===== config.mk =====
export PLATFORM = sky130hd
export DESIGN_NAME = totp_fifo
export DESIGN_NICKNAME = d
export VERILOG_FILES = /design/src/design/totp_hmac_sha1_generator_unit_assert.svh /design/src/design/totp_pkg.sv /design/src/design/totp_fifo.sv
export SDC_FILE = /design/constraint.sdc
export NUM_CORES = 1
export LEC_CHECK = 0
export ABC_AREA = 1
export BUFFER_PORTS_ARGS = -buffer_cell sky130_fd_sc_hd__buf_2
export CAP_MARGIN = 20
export CORE_MARGIN = 8
export CORE_UTILIZATION = 45
export CTS_CLUSTER_SIZE = 20
export DETAILED_ROUTE_END_ITERATION = 16
export GPL_TIMING_DRIVEN = 0
export PLACE_DENSITY_LB_ADDON = 0.3
export SYNTH_ARGS = -nofsm -noshare
export SYNTH_HDL_FRONTEND = slang
export SYNTH_SLANG_ARGS = --single-unit

===== constraint.sdc =====
create_clock -name clk -period 4.7 [get_ports clk]
set_input_delay 0.235 -clock clk [delete_from_list [all_inputs] [get_ports clk]]
set_output_delay 0.235 -clock clk [all_outputs]
set_load 0.01 [all_outputs]

===== src/design/totp_hmac_sha1_generator_unit_assert.svh =====
// Assertion macros for the TOTP generator.
// Needs clk and arst_n in the scope where a macro is used.
`ifndef TOTP_HMAC_SHA1_GENERATOR_UNIT_ASSERT_SVH
`define TOTP_HMAC_SHA1_GENERATOR_UNIT_ASSERT_SVH

// same-cycle implication
`define TOTP_ASSERT_NOW(lbl, pre, post, msg) \
	lbl: assert property (@(posedge clk) disable iff (!arst_n) (pre) |-> (post)) \
		else $error(msg);

// next-cycle implication
`define TOTP_ASSERT_NEXT(lbl, pre, post, msg) \
	lbl: assert property (@(posedge clk) disable iff (!arst_n) (pre) |=> (post)) \
		else $error(msg);

`endif


===== src/design/totp_pkg.sv =====
// Shared types and constants for the TOTP generator.
// No dependencies.
package totp_pkg;
	localparam int unsigned TIME_W = 63;
	localparam int unsigned NUM_KEY_WORDS = 7;
	localparam int unsigned KEY_BYTES_DEF = 56;
	localparam int unsigned TIME_STEP_DEF = 30;
	localparam int unsigned QUEUE_DEPTH = 2;
	localparam int unsigned CFG_IDX_W = 3;
	localparam int unsigned DIGIT_COUNT_IDX = 7;
	localparam logic [31:0] IPAD_WORD = 32'h3636_3636;
	localparam logic [31:0] OPAD_WORD = 32'h5c5c_5c5c;
	localparam logic [31:0] PAD_WORD = 32'h8000_0000;
	localparam logic [31:0] INNER_LEN_BITS = 32'd576;
	localparam logic [31:0] OUTER_LEN_BITS = 32'd672;
	localparam logic [31:0] RECIP10 = 32'hCCCC_CCCD;

	localparam logic [31:0] IV0 = 32'h6745_2301;
	localparam logic [31:0] IV1 = 32'hEFCD_AB89;
	localparam logic [31:0] IV2 = 32'h98BA_DCFE;
	localparam logic [31:0] IV3 = 32'h1032_5476;
	localparam logic [31:0] IV4 = 32'hC3D2_E1F0;

	localparam logic [31:0] K0 = 32'h5A82_7999;
	localparam logic [31:0] K1 = 32'h6ED9_EBA1;
	localparam logic [31:0] K2 = 32'h8F1B_BCDC;
	localparam logic [31:0] K3 = 32'hCA62_C1D6;

	typedef logic [NUM_KEY_WORDS-1:0][63:0] key_t;

	typedef struct packed {
		logic full;
		logic empty;
	} q_stat_t;
endpackage


===== src/design/totp_fifo.sv =====
// Short queue of time-step counters between front and back.
// Depends on totp_pkg.
module totp_fifo (
	input  logic                          clk,
	input  logic                          arst_n,
	input  logic                          push,
	input  logic [totp_pkg::TIME_W-1:0]   push_data,
	input  logic                          pop,
	output logic [totp_pkg::TIME_W-1:0]   pop_data,
	output totp_pkg::q_stat_t             q_stat
);
	import totp_pkg::*;

	localparam int unsigned PW = $clog2(QUEUE_DEPTH);
	localparam int unsigned NW = $clog2(QUEUE_DEPTH + 1);

	logic [TIME_W-1:0] mem_q [QUEUE_DEPTH];
	logic [PW-1:0]     wr_ptr_q;
	logic [PW-1:0]     rd_ptr_q;
	logic [NW-1:0]     count_q;

	assign q_stat.full = count_q == NW'(QUEUE_DEPTH);
	assign q_stat.empty = count_q == '0;
	assign pop_data = mem_q[rd_ptr_q];

	always_ff @(posedge clk or negedge arst_n) begin
		if (!arst_n) begin
			wr_ptr_q <= '0;
			rd_ptr_q <= '0;
			count_q <= '0;
		end else begin
			if (push) begin
				wr_ptr_q <= (wr_ptr_q == PW'(QUEUE_DEPTH - 1)) ? '0 : wr_ptr_q + 1'b1;
			end
			if (pop) begin
				rd_ptr_q <= (rd_ptr_q == PW'(QUEUE_DEPTH - 1)) ? '0 : rd_ptr_q + 1'b1;
			end
			if (push && !pop) begin
				count_q <= count_q + 1'b1;
			end else if (pop && !push) begin
				count_q <= count_q - 1'b1;
			end
		end
	end

	always_ff @(posedge clk) begin
		if (push) begin
			mem_q[wr_ptr_q] <= push_data;
		end
	end
endmodule


== Word-level counts from Yosys, hierarchy flattened ==
Memory sizes are Yosys's and may differ from the RTL's.
Index checks and enable logic that the tools add are counted.

* Register bits after elaboration: 4
* Bits in writable memories: 126
* Input bits: 67
* Output and inout port bits: 65
* Word-level logic and storage cells: 21
* Memories: 1

{| class="wikitable"
|+ Memories
! memory !! words !! width !! rd ports !! clocked after Yosys merged registers in !! write ports !! RTL line !! source
|-
| mem_q || 2 || 63 || 1 || 0 || 1 || totp_fifo.sv:17 || <nowiki>logic [TIME_W-1:0] mem_q [QUEUE_DEPTH];</nowiki>
|}

* $add $sub $neg: 4
* Equal/unequal tests: 1
* Muxes and demuxes: 6
* Reduce and logical (&&, ||, !) cells: 6

{| class="wikitable"
|+ Operators by type and width
! cell !! count
|-
| $mux 1 || 4
|-
| $mux 2 || 2
|-
| $add 1x1->1 const B || 2
|-
| $add 2x1->2 const B || 1
|-
| $eq 2x2->1 const B || 1
|-
| $logic_and 1x1->1 || 2
|-
| $logic_not 1->1 || 2
|-
| $logic_not 2->1 || 1
|-
| $reduce_bool 2->1 || 1
|-
| $sub 2x1->2 const B || 1
|}

== Depth between registers and ports, before layout ==
* Word-level depth: 4
* Depth in mapped cells: 7
* Gate-level depth less buffers: 7

== Least setup slack after synthesis ==
Ideal clock, no wire load.

* Path type: register -> register
* Start point: register wr_ptr_q
* End point: memory mem_q[0][0] (enable)
* Library setup time: 0.486 ns
* Arrival time: 3.045 ns
* Data required time: 4.214 ns
* Slack: 1.169 ns
* Stages on the path, launching flop included: 2
* Path buffers: 0
* Clock period less this slack: 3.531 ns
* Path through: dfrtp_1 -> nor2_1

{| class="wikitable"
|+ RTL lines
! what !! RTL line !! source
|-
| start, declared || totp_fifo.sv:18 || <nowiki>logic [PW-1:0] wr_ptr_q;</nowiki>
|-
| start signal, assigned || totp_fifo.sv:33 || <nowiki>wr_ptr_q <= (wr_ptr_q == PW'(QUEUE_DEPTH - 1)) ? '0 : wr_ptr_q + 1'b1;</nowiki>
|-
| end, declared || totp_fifo.sv:17 ||
|}

Straight into the memory's write port.

== Worst setup path after layout ==
* Start point: register rd_ptr_q
* End point: output port pop_data[35] (netlist name)

* Longest elaborated chain between the ends: 1

{| class="wikitable"
|+ Ends and longest elaborated chain
! what !! RTL line !! source
|-
| start, declared || totp_fifo.sv:19 || <nowiki>logic [PW-1:0] rd_ptr_q;</nowiki>
|-
| start signal, assigned || totp_fifo.sv:36 || <nowiki>rd_ptr_q <= (rd_ptr_q == PW'(QUEUE_DEPTH - 1)) ? '0 : rd_ptr_q + 1'b1;</nowiki>
|-
| $mem_v2 2x63 || n/a ||
|-
| end, declared || totp_fifo.sv:9 || <nowiki>output logic [totp_pkg::TIME_W-1:0] pop_data,</nowiki>
|}

No other way between the ends.

==> summary.txt <==
Outcome
  – Status: complete, no violations

Die
  – DIE AREA: 14,870 um2
  – Die Height: 122.0 um
  – Core area: 10,890 um2
  – Std-Cell Rows: 38
  – Initial Util: 46.40%
  – Ports: 132
  – Die X: 122.0 um

Timing
  – F_max: about 0.52 GHz
  – Setup TNS: 0 ns
  – Post-layout min period: 1.920 ns
  – Crit share post-route: 40.86%
  – Max Slew Vio Count: 0
  – Final setup fails: 0
  – Rel. slew slack: 51.11%
  – RSZ-0062 raised after global routing: false
  – Clock Skew: 0.009698 ns
  – Actual transition at the worst max-transition pin: 0.7322 ns
  – Hold slack: 0.07050 ns
  – Final Hold Viols: 0

Logic synthesis
  – Seq/Total Area, Yosys: 76.87%
  – Synth Cell Area: 5052 um2
  – Yosys reg bits: 130
  – Post-Syn Area per Cell: 22.86 um2
  – Cells after synthesis: 221
  – Syn Nets: between 200 and 300
  – Unique masters post-synth: 14
  – YS warnings: 0

Place
  – Port Buffer Count: 131
  – Final Wtd Congestion: 0.6810
  – HPWL after DPL: 6.210 mm
  – Cells after DPL: 495

Critical path
  – Critical path's slowest cell: dfrtp_1
  – Type of origin of the critical path: register
  – Crit path buffers/inverters: 3
  – Worst setup path start: rd_ptr_q
  – Worst setup path class: register to output port
  – Origin of the critical flop-to-flop path: wr_ptr_q
  – Worst reg2reg path depth: 3
  – CP Cell Sequence: buf_6 -> buf_12 -> mux2_4 -> buf_2
  – Max incr delay on CP: 0.34 ns
  – Setup crit end kind: output port
  – R2R setup slack: 3.03 ns
  – Instance count on the critical path: 4
  – WP data required: 4.47 ns
  – Worst setup path end: pop_data[35]
  – Critical path fanouts, max: 10
  – Reg2reg end: mem_q[1][15]
  – Crit path max-delay family: buffers and inverters
  – Crit path arrival time: 1.69 ns

Global route
  – Largest net degree at the start of global routing: 34
  – Total global-route track usage: around an eighth
  – Initial antenna violation count: 0
  – Congestion Overflow GR: 0
  – First-pass GRT wire length: 14.78 mm
  – Vias in the first global route: ~3,000

Power and ir drop
  – Pwr/cell area: 570.4 nW/um2
  – Max IR drop VDD: approximately 0.39 mV
  – Leak: a little under 3 nW

Clock tree
  – Cts repair resizes: 0
  – Root buf cell: clkbuf_8
  – Worst-Skew Late Latency: ~0.5 ns
  – Clk slew on worst S/H paths: 0.06 ns
  – H-tree level count: 4
  – CTS Buffer Depth: 2
  – TritonCTS clock tree: built
  – CTS sink cnt: 130
  – Num CTS Buffers: 17

Routing
  – Vias/cell: 4.574
  – Residual DRC: 0
  – Routed wire length per instance: 15.90 um
  – Total Wirelength: 9.368 mm
  – TritonRoute pass-1 iters: 7
  – Antenna Violating Nets Remaining: 0
  – DR iter-0 viols: 123
  – Total number of vias: 2,694

Final layout
  – Area grow syn2layout: 40.61%
  – Nets: 508
  – Ant diodes: 0
  – Fillers: approximately 770
  – Layout cells sized above 1: 51.00%
  – Final non-filler cell total: ~600

Run
  – Max Cap Viol: 0

Hold path
  – Hold/Removal Path Class: input pin to async pin
## cells by family after synthesis
family                     Yosys count  share of synthesized area, %
buffers and inverters               14                         3.121
adders and majority gates            1                        0.2476
muxes                               63                         18.42
DFF                                130                         76.87
and+or+nand+nor                     10                        0.8172
xor gates and xnor gates             3                        0.5202
## synth_stat cells
cell type  number  area share [%]
mux2_2          4            0.89
mux2_4         59              18
nand3_1         1           0.099
nand4_1         1            0.12
inv_1           7            0.52
xor2_1          2            0.35
xnor2_1         1            0.17
nor2_1          3            0.22
buf_12          6             2.4
edfxtp_1      126              75
buf_6           1            0.22
dfrtp_1         4             2.0
nand2_1         5            0.37
ha_1            1            0.25
## routing by layer
metal	up-vias	global-route usage, %	routed length, um
li1	1299	-	-
met1	1303	14.23	3653
met2	87	22.45	4956
met3	5	5.322	669
met4	0	5.320	89
met5	-	0	0
## per-stage QoR
stage | setup slack (ns) | instance area (um2) | total power [mW] | utilization [%]
global route | 2.683 | 7104 | 4.259 | 65.25
detailed placement | 3.005 | 5951 | 2.961 | 54.65
global placement | -0.3682 | 5883 | 2.933 | 54.03
CTS | 2.739 | 7104 | 4.114 | 65.25
finish | 2.780 | 7104 | 4.052 | 65.25
floorplan | 1.169 | 5052 | 2.536 | -
## worst register-to-register path: stages (launching register included)
cell and delay [ns]:
dfrtp_1 0.41, nand2_1 0.08, inv_2 0.54, buf_12 0.30
## final cells by class
cell class                 count  area (um2)  area share [%]
clock inverter                 8       67.56          0.9510
timing repair buffer         200        1376           19.37
tap                          140       175.2           2.466
sequential                   130        3884           54.67
clock buffer                  20       425.4           5.988
inverter                       7       26.28          0.3698
buffer                         7       131.4           1.849
multi-input combinational     77        1018           14.34
## sequential cells by signal (all words and copies together) (netlist names)
signal	count
mem_q	126
count_q	2
wr_ptr_q	1
rd_ptr_q	1
## where the power goes
group	internal [mW]	switching, mW
Clock	0.679	0.418
Combinational	0.734	0.618
Sequential	1.54	0.0626
## timing repair
item	4_1_cts	5_1_grt
hold buffers	66	0
setup buffers	0	0
hold endpoints to repair	132	0
## worst min path at each step
stage	start	end	slack (ns)	cells past startpoint
finish	arst_n	count_q[0]	0.07	2
global route	arst_n	count_q[0]	0.05	2
CTS	arst_n	count_q[1]	0.03	2
detailed placement	arst_n	count_q[1]	0.05	1
global placement	arst_n	count_q[1]	0.04	1
floorplan	arst_n	count_q[0]	-0.06	0
## placed cells by master (no fill, tap or decap), drive strengths merged
cell type / n
mux2: 63
ha: 1
nand4: 1
nand2: 5
xnor2: 1
bufinv: 1
clkinv: 5
clkbuf: 20
edfxtp: 126
buf: 141
dfrtp: 4
xor2: 2
dlygate4sd3: 66
inv: 7
nor2: 3
nand3: 1
clkinvlp: 2
No activity file was read; power rests on OpenSTA's default activity.
