`src/design/totp_hmac_sha1_generator_unit_assert.svh`:
```
// Assertion macros for the TOTP generator.
// Needs clk and arst_n in the scope where a macro is used.
`ifndef TOTP_HMAC_SHA1_GENERATOR_UNIT_ASSERT_SVH
`define TOTP_HMAC_SHA1_GENERATOR_UNIT_ASSERT_SVH

// same-cycle implication
`define TOTP_ASSERT_NOW(lbl, pre, post, msg) \
	lbl: assert property (@(posedge clk) disable iff (!arst_n) (pre) |-> (post)) \
		else $error(msg);

// next-cycle implication
`define TOTP_ASSERT_NEXT(lbl, pre, post, msg) \
	lbl: assert property (@(posedge clk) disable iff (!arst_n) (pre) |=> (post)) \
		else $error(msg);

`endif

```
`src/design/totp_pkg.sv`:
```
// Shared types and constants for the TOTP generator.
// No dependencies.
package totp_pkg;
	localparam int unsigned TIME_W = 63;
	localparam int unsigned NUM_KEY_WORDS = 7;
	localparam int unsigned KEY_BYTES_DEF = 56;
	localparam int unsigned TIME_STEP_DEF = 30;
	localparam int unsigned QUEUE_DEPTH = 2;
	localparam int unsigned CFG_IDX_W = 3;
	localparam int unsigned DIGIT_COUNT_IDX = 7;
	localparam logic [31:0] IPAD_WORD = 32'h3636_3636;
	localparam logic [31:0] OPAD_WORD = 32'h5c5c_5c5c;
	localparam logic [31:0] PAD_WORD = 32'h8000_0000;
	localparam logic [31:0] INNER_LEN_BITS = 32'd576;
	localparam logic [31:0] OUTER_LEN_BITS = 32'd672;
	localparam logic [31:0] RECIP10 = 32'hCCCC_CCCD;

	localparam logic [31:0] IV0 = 32'h6745_2301;
	localparam logic [31:0] IV1 = 32'hEFCD_AB89;
	localparam logic [31:0] IV2 = 32'h98BA_DCFE;
	localparam logic [31:0] IV3 = 32'h1032_5476;
	localparam logic [31:0] IV4 = 32'hC3D2_E1F0;

	localparam logic [31:0] K0 = 32'h5A82_7999;
	localparam logic [31:0] K1 = 32'h6ED9_EBA1;
	localparam logic [31:0] K2 = 32'h8F1B_BCDC;
	localparam logic [31:0] K3 = 32'hCA62_C1D6;

	typedef logic [NUM_KEY_WORDS-1:0][63:0] key_t;

	typedef struct packed {
		logic full;
		logic empty;
	} q_stat_t;
endpackage

```
`src/design/totp_front.sv`:
```
// Front end: takes a time stamp and divides it by the time step with a reciprocal
// multiply, one 32x32 partial product a cycle. Depends on totp_pkg.
module totp_front #(
	parameter int unsigned TIME_STEP_SECONDS = totp_pkg::TIME_STEP_DEF
) (
	input  logic                          clk,
	input  logic                          arst_n,
	input  logic                          start,
	input  logic [totp_pkg::TIME_W-1:0]   unix_time,
	output logic                          busy,
	input  totp_pkg::q_stat_t             q_stat,
	output logic                          push,
	output logic [totp_pkg::TIME_W-1:0]   push_data
);
	import totp_pkg::*;

	localparam int unsigned STEP_LOG2 = $clog2(TIME_STEP_SECONDS);
	localparam int unsigned SH = TIME_W + STEP_LOG2;

	// ceil(2^SH / step) fits 64 bits and is exact for every 63-bit dividend
	function automatic logic [63:0] recip_const();
		logic [127:0] num;
		num = 128'd1 << SH;
		return 64'((num + 128'(TIME_STEP_SECONDS - 1)) / 128'(TIME_STEP_SECONDS));
	endfunction

	localparam logic [63:0] RECIP = recip_const();

	logic              run_q;
	logic              done_q;
	logic [1:0]        cnt_q;
	logic [TIME_W-1:0] x_q;
	logic [127:0]      acc_q;
	logic [31:0]       op_a;
	logic [31:0]       op_b;
	logic [63:0]       pp;
	logic [127:0]      pp_sh;

	// cnt bit 1 picks the dividend half, bit 0 the reciprocal half
	assign op_a = cnt_q[1] ? {1'b0, x_q[TIME_W-1:32]} : x_q[31:0];
	assign op_b = cnt_q[0] ? RECIP[63:32] : RECIP[31:0];
	assign pp = {32'b0, op_a} * {32'b0, op_b};

	always_comb begin
		case (cnt_q)
			2'd0: pp_sh = {64'b0, pp};
			2'd3: pp_sh = {pp, 64'b0};
			default: pp_sh = {32'b0, pp, 32'b0};
		endcase
	end

	assign busy = run_q | done_q;
	assign push = done_q & ~q_stat.full;
	assign push_data = TIME_W'(acc_q >> SH);

	always_ff @(posedge clk or negedge arst_n) begin
		if (!arst_n) begin
			run_q <= 1'b0;
			done_q <= 1'b0;
			cnt_q <= '0;
		end else if (start && !busy) begin
			run_q <= 1'b1;
			cnt_q <= '0;
		end else if (run_q) begin
			cnt_q <= cnt_q + 1'b1;
			if (cnt_q == 2'd3) begin
				run_q <= 1'b0;
				done_q <= 1'b1;
			end
		end else if (push) begin
			done_q <= 1'b0;
		end
	end

	always_ff @(posedge clk) begin
		if (start && !busy) begin
			x_q <= unix_time;
			acc_q <= '0;
		end else if (run_q) begin
			acc_q <= acc_q + pp_sh;
		end
	end
endmodule

```
`config.mk`:
```
export PLATFORM = sky130hd
export DESIGN_NAME = totp_front
export DESIGN_NICKNAME = d
export VERILOG_FILES = /design/src/design/totp_hmac_sha1_generator_unit_assert.svh /design/src/design/totp_pkg.sv /design/src/design/totp_front.sv
export SDC_FILE = /design/constraint.sdc
export NUM_CORES = 1
export LEC_CHECK = 0
export ABC_CLOCK_PERIOD_IN_PS = 16850
export BUFFER_PORTS_ARGS = -buffer_cell sky130_fd_sc_hd__buf_2
export CAP_MARGIN = 40
export CORE_MARGIN = 2
export CORE_UTILIZATION = 55
export CTS_BUF_LIST = sky130_fd_sc_hd__clkbuf_16
export DETAILED_ROUTE_END_ITERATION = 7
export PLACE_DENSITY = 0.83
export SLEW_MARGIN = 30
export SYNTH_ARGS = -nofsm -noshare
export SYNTH_HDL_FRONTEND = slang
export SYNTH_SLANG_ARGS = --single-unit
```
`constraint.sdc`:
```
create_clock -name clk -period 16.85 [get_ports clk]
set_input_delay 1.685 -clock clk [delete_from_list [all_inputs] [get_ports clk]]
set_output_delay 1.685 -clock clk [all_outputs]
set_load 0.1 [all_outputs]
```
==> Word-level counts from Yosys, hierarchy flattened <==
Cells that the tools add are included.
{ "totals": {"elab_cells": 31, "reg_bits": 195, "in_bits": 68, "out_inout_bits": 65} }
{ "classes": {"n_addsub": 2, "n_eq_ne": 2, "reduce_logical": 6, "mul": 1, "muxes": 11, "bitwise": 4} }
{ "op_table": {"columns": ["op", "count"], "rows": [
  ["$pmux 128 s2", 1],
  ["$add 128x128->128", 1],
  ["$mul 32x32->64", 1],
  ["$mux 32", 1],
  ["$mux 1", 7],
  ["$mux 2", 2],
  ["$reduce_bool 2->1", 2],
  ["$reduce_and 3->1", 1],
  ["$add 2x1->2 const B", 1],
  ["$eq 2x2->1 const B", 1],
  ["$logic_not 2->1", 1],
  ["$ne 2x1->1 const B", 1],
  ["$not 1->1", 2],
  ["$and 1x1->1", 1],
  ["$logic_and 1x1->1", 1],
  ["$logic_not 1->1", 1],
  ["$or 1x1->1", 1]
]} }

==> Longest topological paths before layout <==
{ "logic_depth": {"depth_word": 5, "ltp_mapped": 42, "depth_no_buf": 39} }

==> Least setup slack after synthesis <==
OpenSTA, ideal clock, no wires.
{ "synth_timing": {"path_kind": "flip-flop to flip-flop", "start": "register cnt_q[1]", "end": "register acc_q[109]", "arrival_ps": 10094, "path_slack_ps": 6628, "synth_period_minus_slack_ps": 10222, "path_buffers": 5, "setup_time_ps": 128, "required_time_ps": 16722, "path_stages_with_launch": 42, "path_cell_list": "dfrtp_1 -> clkbuf_1 -> buf_1 -> clkbuf_1 -> mux2i_1 -> inv_1 -> ha_1 -> ha_1 -> inv_1 -> fa_1 -> inv_1 -> fa_1 -> fa_1 -> inv_1 -> fa_1 -> inv_1 -> ha_1 -> clkbuf_1 -> (+6 left out) -> a31oi_1 -> a21oi_1 -> a211oi_1 -> xnor2_1 -> a22o_1 -> ha_1 -> clkbuf_1 -> a21oi_1 -> o21a_1 -> a21boi_1 -> a31oi_1 -> nor4_1 -> a2111oi_2 -> or3_1 -> a21bo_2 -> a31oi_1 -> xor2_1 -> o21ai_0"} }
{ "synth_between": {"elab_chain_len": 4, "word_cells_on_any_way": 6, "cone_classes": "add/sub: 1; mul: 1; eq/ne: 1; mux: 2; reduce/logical: 1"} }
{ "synth_rtl": {"columns": ["element", "line_no", "source"], "rows": [
  ["from (decl)", "totp_front.sv:31", "logic [1:0] cnt_q;"],
  ["from (signal assigned)", "totp_front.sv:65", "cnt_q <= cnt_q + 1'b1;"],
  ["$mux 32", "totp_front.sv:40", "assign op_a = cnt_q[1] ? {1'b0, x_q[TIME_W-1:32]} : x_q[31:0];"],
  ["$mul 32x32->64", "totp_front.sv:42", "assign pp = {32'b0, op_a} * {32'b0, op_b};"],
  ["$pmux 128 s2 (*)", "totp_front.sv:45", "case (cnt_q)"],
  ["$add 128x128->128 (*)", "totp_front.sv:80", "acc_q <= acc_q + pp_sh;"],
  ["to (signal assigned)", "totp_front.sv:80", null],
  ["to (decl)", "totp_front.sv:33", "logic [127:0] acc_q;"]
]} }
Mark *: on every way between the ends. The rest lies on a longest branch, timed or not.
A chain may end at the register's enable or synchronous reset.

==> Worst setup path in the final report <==
{ "layout_timing": {"start": "register cnt_q[1]", "end": "register acc_q[125]"} }
The elaborated chain is that of the path after synthesis.

==> results.sh <==
export IMPL_drt_iter0_drc=2224
export IMPL_vias=24300
export IMPL_async_reset_ff_frac=0.0205
export IMPL_grt_pass1_wl_um=127000
export IMPL_fmax_mhz=82.5
export IMPL_ys_seq_area_frac=0.167
export IMPL_maxCapViolCount=0
export IMPL_syn_area_mm2=0.0273
export IMPL_hold_path_class="register to register"
export IMPL_min_to="acc_q[17]"
export IMPL_synthFlopType="dfxtp_1"
export IMPL_first_pass_iters=8
export IMPL_core_mm2=0.0491
export IMPL_clk_pin_slew_worst_paths_ns=0.09
export IMPL_grt_overflow_total=0
export IMPL_vias_per_cell=6.13
export IMPL_rr_worst_depth=38
export IMPL_drc_errors=0
export IMPL_post_cts_resized=0
export IMPL_wirelength_um=82400
export IMPL_hold_path_depth=2
export IMPL_status="completed"
export IMPL_die_area_mm2=0.0515
export IMPL_pin_count=133
export IMPL_period_needed_ns=12.13
export IMPL_area_growth_pct=4.64
export IMPL_clk_path_buf_depth=2
export IMPL_setup_viol=0
export IMPL_tightest_slew_ns=0.942
export IMPL_die_y_um=227
export IMPL_cts_buffers=17
export IMPL_fin_tns_setup_ns=0
export IMPL_layout_drive_gt1_share=0.0704
export IMPL_required_ns=17.25
export IMPL_cpMaxStageDelayCell="a2111oi_2"
export IMPL_start_kind="register"
export IMPL_nets=3946
export IMPL_antenna_found_initial=1
export IMPL_postSynthCellCount=3322
export IMPL_slew_viol_final=0
export IMPL_grt_pass1_vias=23300
export IMPL_yosys_warnings=0
export IMPL_crit_top_cell="inv_1"
export IMPL_num_antenna_cells=0
export IMPL_clock_latency_ns=0.53
export IMPL_worstPathMaxFanout=23
export IMPL_hold_path_startpoint="acc_q[17]"
export IMPL_path_class="register to register"
export IMPL_avgSynthCellArea_um2=8.23
export IMPL_reg2reg_to="acc_q[125]"
export IMPL_ys_seq_elements=195
export IMPL_port_buffers=128
export IMPL_synth_edf_count=63
export IMPL_cp_end_kind="register"
export IMPL_htreeDepth=4
export IMPL_drtAntennaViolNets=0
export IMPL_rrSetupSlack_ns=4.72
export IMPL_reg2reg_from="cnt_q[1]"
export IMPL_die_w_um=227
export IMPL_cts_tree="built"
export IMPL_slew_limit_headroom=0.367
export IMPL_critPathArrivalTime_ns=12.53
export IMPL_gp_congestion=1.05
export IMPL_cts_sinks=195
export IMPL_yosys_cell_types_count=88
export IMPL_root_buffer="clkbuf_16"
export IMPL_row_count=81
export IMPL_routedWlPerCell_um=20.8
export IMPL_final_hold_viol_count=0
export IMPL_grt_usage=0.321
export IMPL_detailed_place_hpwl_um=68100
export IMPL_grt_start_max_net_pins=74
export IMPL_slowest_delay_ns=0.70
export IMPL_rsz0062_at_grt="false"
export IMPL_cts_hold_buf=0
export IMPL_start_util=0.557
export IMPL_post_cts_setup_buffers=0
export IMPL_clock_skew_ns=0.0303
export IMPL_post_route_period_util=0.720
-- cell families (layout without fill, tap and decap cells) --
group           Yosys count  after routing  synth area share
compound gates          915            915             0.214
simple gates            780            780             0.135
buf+inv                 620            591            0.0965
fa+ha+maj               596            596             0.316
flops                   195            195             0.167
xor+xnor                180            180            0.0577
mux                      35             35            0.0134
other cells               1              3          0.000137
-- state kept, by name (all words and copies together), names as in the netlist --
| name | cells |
|---|---|
| x_q | 63 |
| cnt_q | 2 |
| done_q | 1 |
| acc_q | 128 |
| run_q | 1 |
-- critical path, delay by kind of cell (launching register included) --
kind / cells / cell delay (ns)
AO/OA/AOI/OAI: 15 / 4.36
flip-flops: 1 / 0.61
XOR/XNOR: 1 / 0.16
AND/OR/NAND/NOR: 6 / 1.72
multiplexers: 1 / 0.52
buffers and inverters: 7 / 1.00
adder cells (fa/ha/maj): 8 / 3.58
-- worst max path at each step --
stage / startpoint / endpoint / slack (ns) / depth (start not counted)
2_1_floorplan: cnt_q[1] / acc_q[109] / 6.63 / 41
3_3_place_gp: cnt_q[1] / acc_q[122] / 4.51 / 35
3_5_place_dp: cnt_q[1] / acc_q[125] / 4.79 / 37
4_1_cts: cnt_q[1] / acc_q[125] / 4.79 / 37
5_1_grt: cnt_q[1] / acc_q[125] / 4.20 / 38
6_report: cnt_q[1] / acc_q[125] / 4.72 / 38
-- routing by layer --
layer,part of all wire,vias up,global-route usage
met1,0.42,11500,0.424
met4,0.054,0,0.168
met5,0,-,0
met3,0.077,219,0.0459
li1,-,11400,-
met2,0.44,1087,0.512
-- cells in the final DEF (no fill, tap or decap), types with 24 or more instances in the layout --
cell type,count
edfxtp_1,63
a21o_1,111
nand2_1,307
ha_1,437
nand4_1,79
xor2_1,74
nor3_1,41
dfxtp_1,128
o21ai_0,229
inv_1,406
and2_1,61
a31oi_1,29
o21bai_1,55
a22o_1,52
a211oi_1,24
buf_2,129
xnor2_1,106
a21oi_1,241
nor2_1,146
fa_1,159
o21a_1,32
nand3_1,40
-- area by class of cell --
| type | count | area, um2 |
|---|---|---|
| clock inverter | 15 | 215 |
| multi-input combinational | 2509 | 20200 |
| tap | 664 | 831 |
| sequential | 195 | 4560 |
| fill | 4379 | 20400 |
| clock buffer | 17 | 425 |
| inverter | 408 | 1530 |
| timing repair buffer | 151 | 868 |
-- cells in the mapped netlist (18+ instances only) --
cell	count	area [um2]
inv_1	407	1530
nand3_1	40	200
ha_1	437	5470
a211oi_1	24	180
nor3_1	41	205
nand4_1	79	494
o21ai_0	229	1150
a22o_1	52	455
a31oi_1	29	181
buf_4	69	518
nor2_1	146	548
xnor2_1	106	928
a21oi_1	242	1210
o31ai_1	21	158
and2_1	61	382
o21a_1	32	240
fa_1	159	3180
clkbuf_1	120	450
xor2_1	74	648
a21o_1	111	833
and3_1	18	113
nand2_1	307	1150
mux2i_1	22	220
dfxtp_1	128	2560
edfxtp_1	63	1890
o21bai_1	55	413
-- stage by stage --
step                      hold slack (ns)   util  instances  setup slack, ns  instance area [um2]
after global routing                0.485  0.583       3959             4.20                28600
after CTS                           0.473  0.583       3957             4.79                28600
after detailed placement            0.449  0.570       3925             4.79                27900
after global placement              0.440  0.568       3922             4.51                27900
final                               0.468  0.583       3959             4.72                28600
after floorplan                     0.430      -       3324             6.63                27300
Power is left out: the tool's default activity adds up to more than one toggle a clock period on the data nets, which glitch-free logic cannot reach.
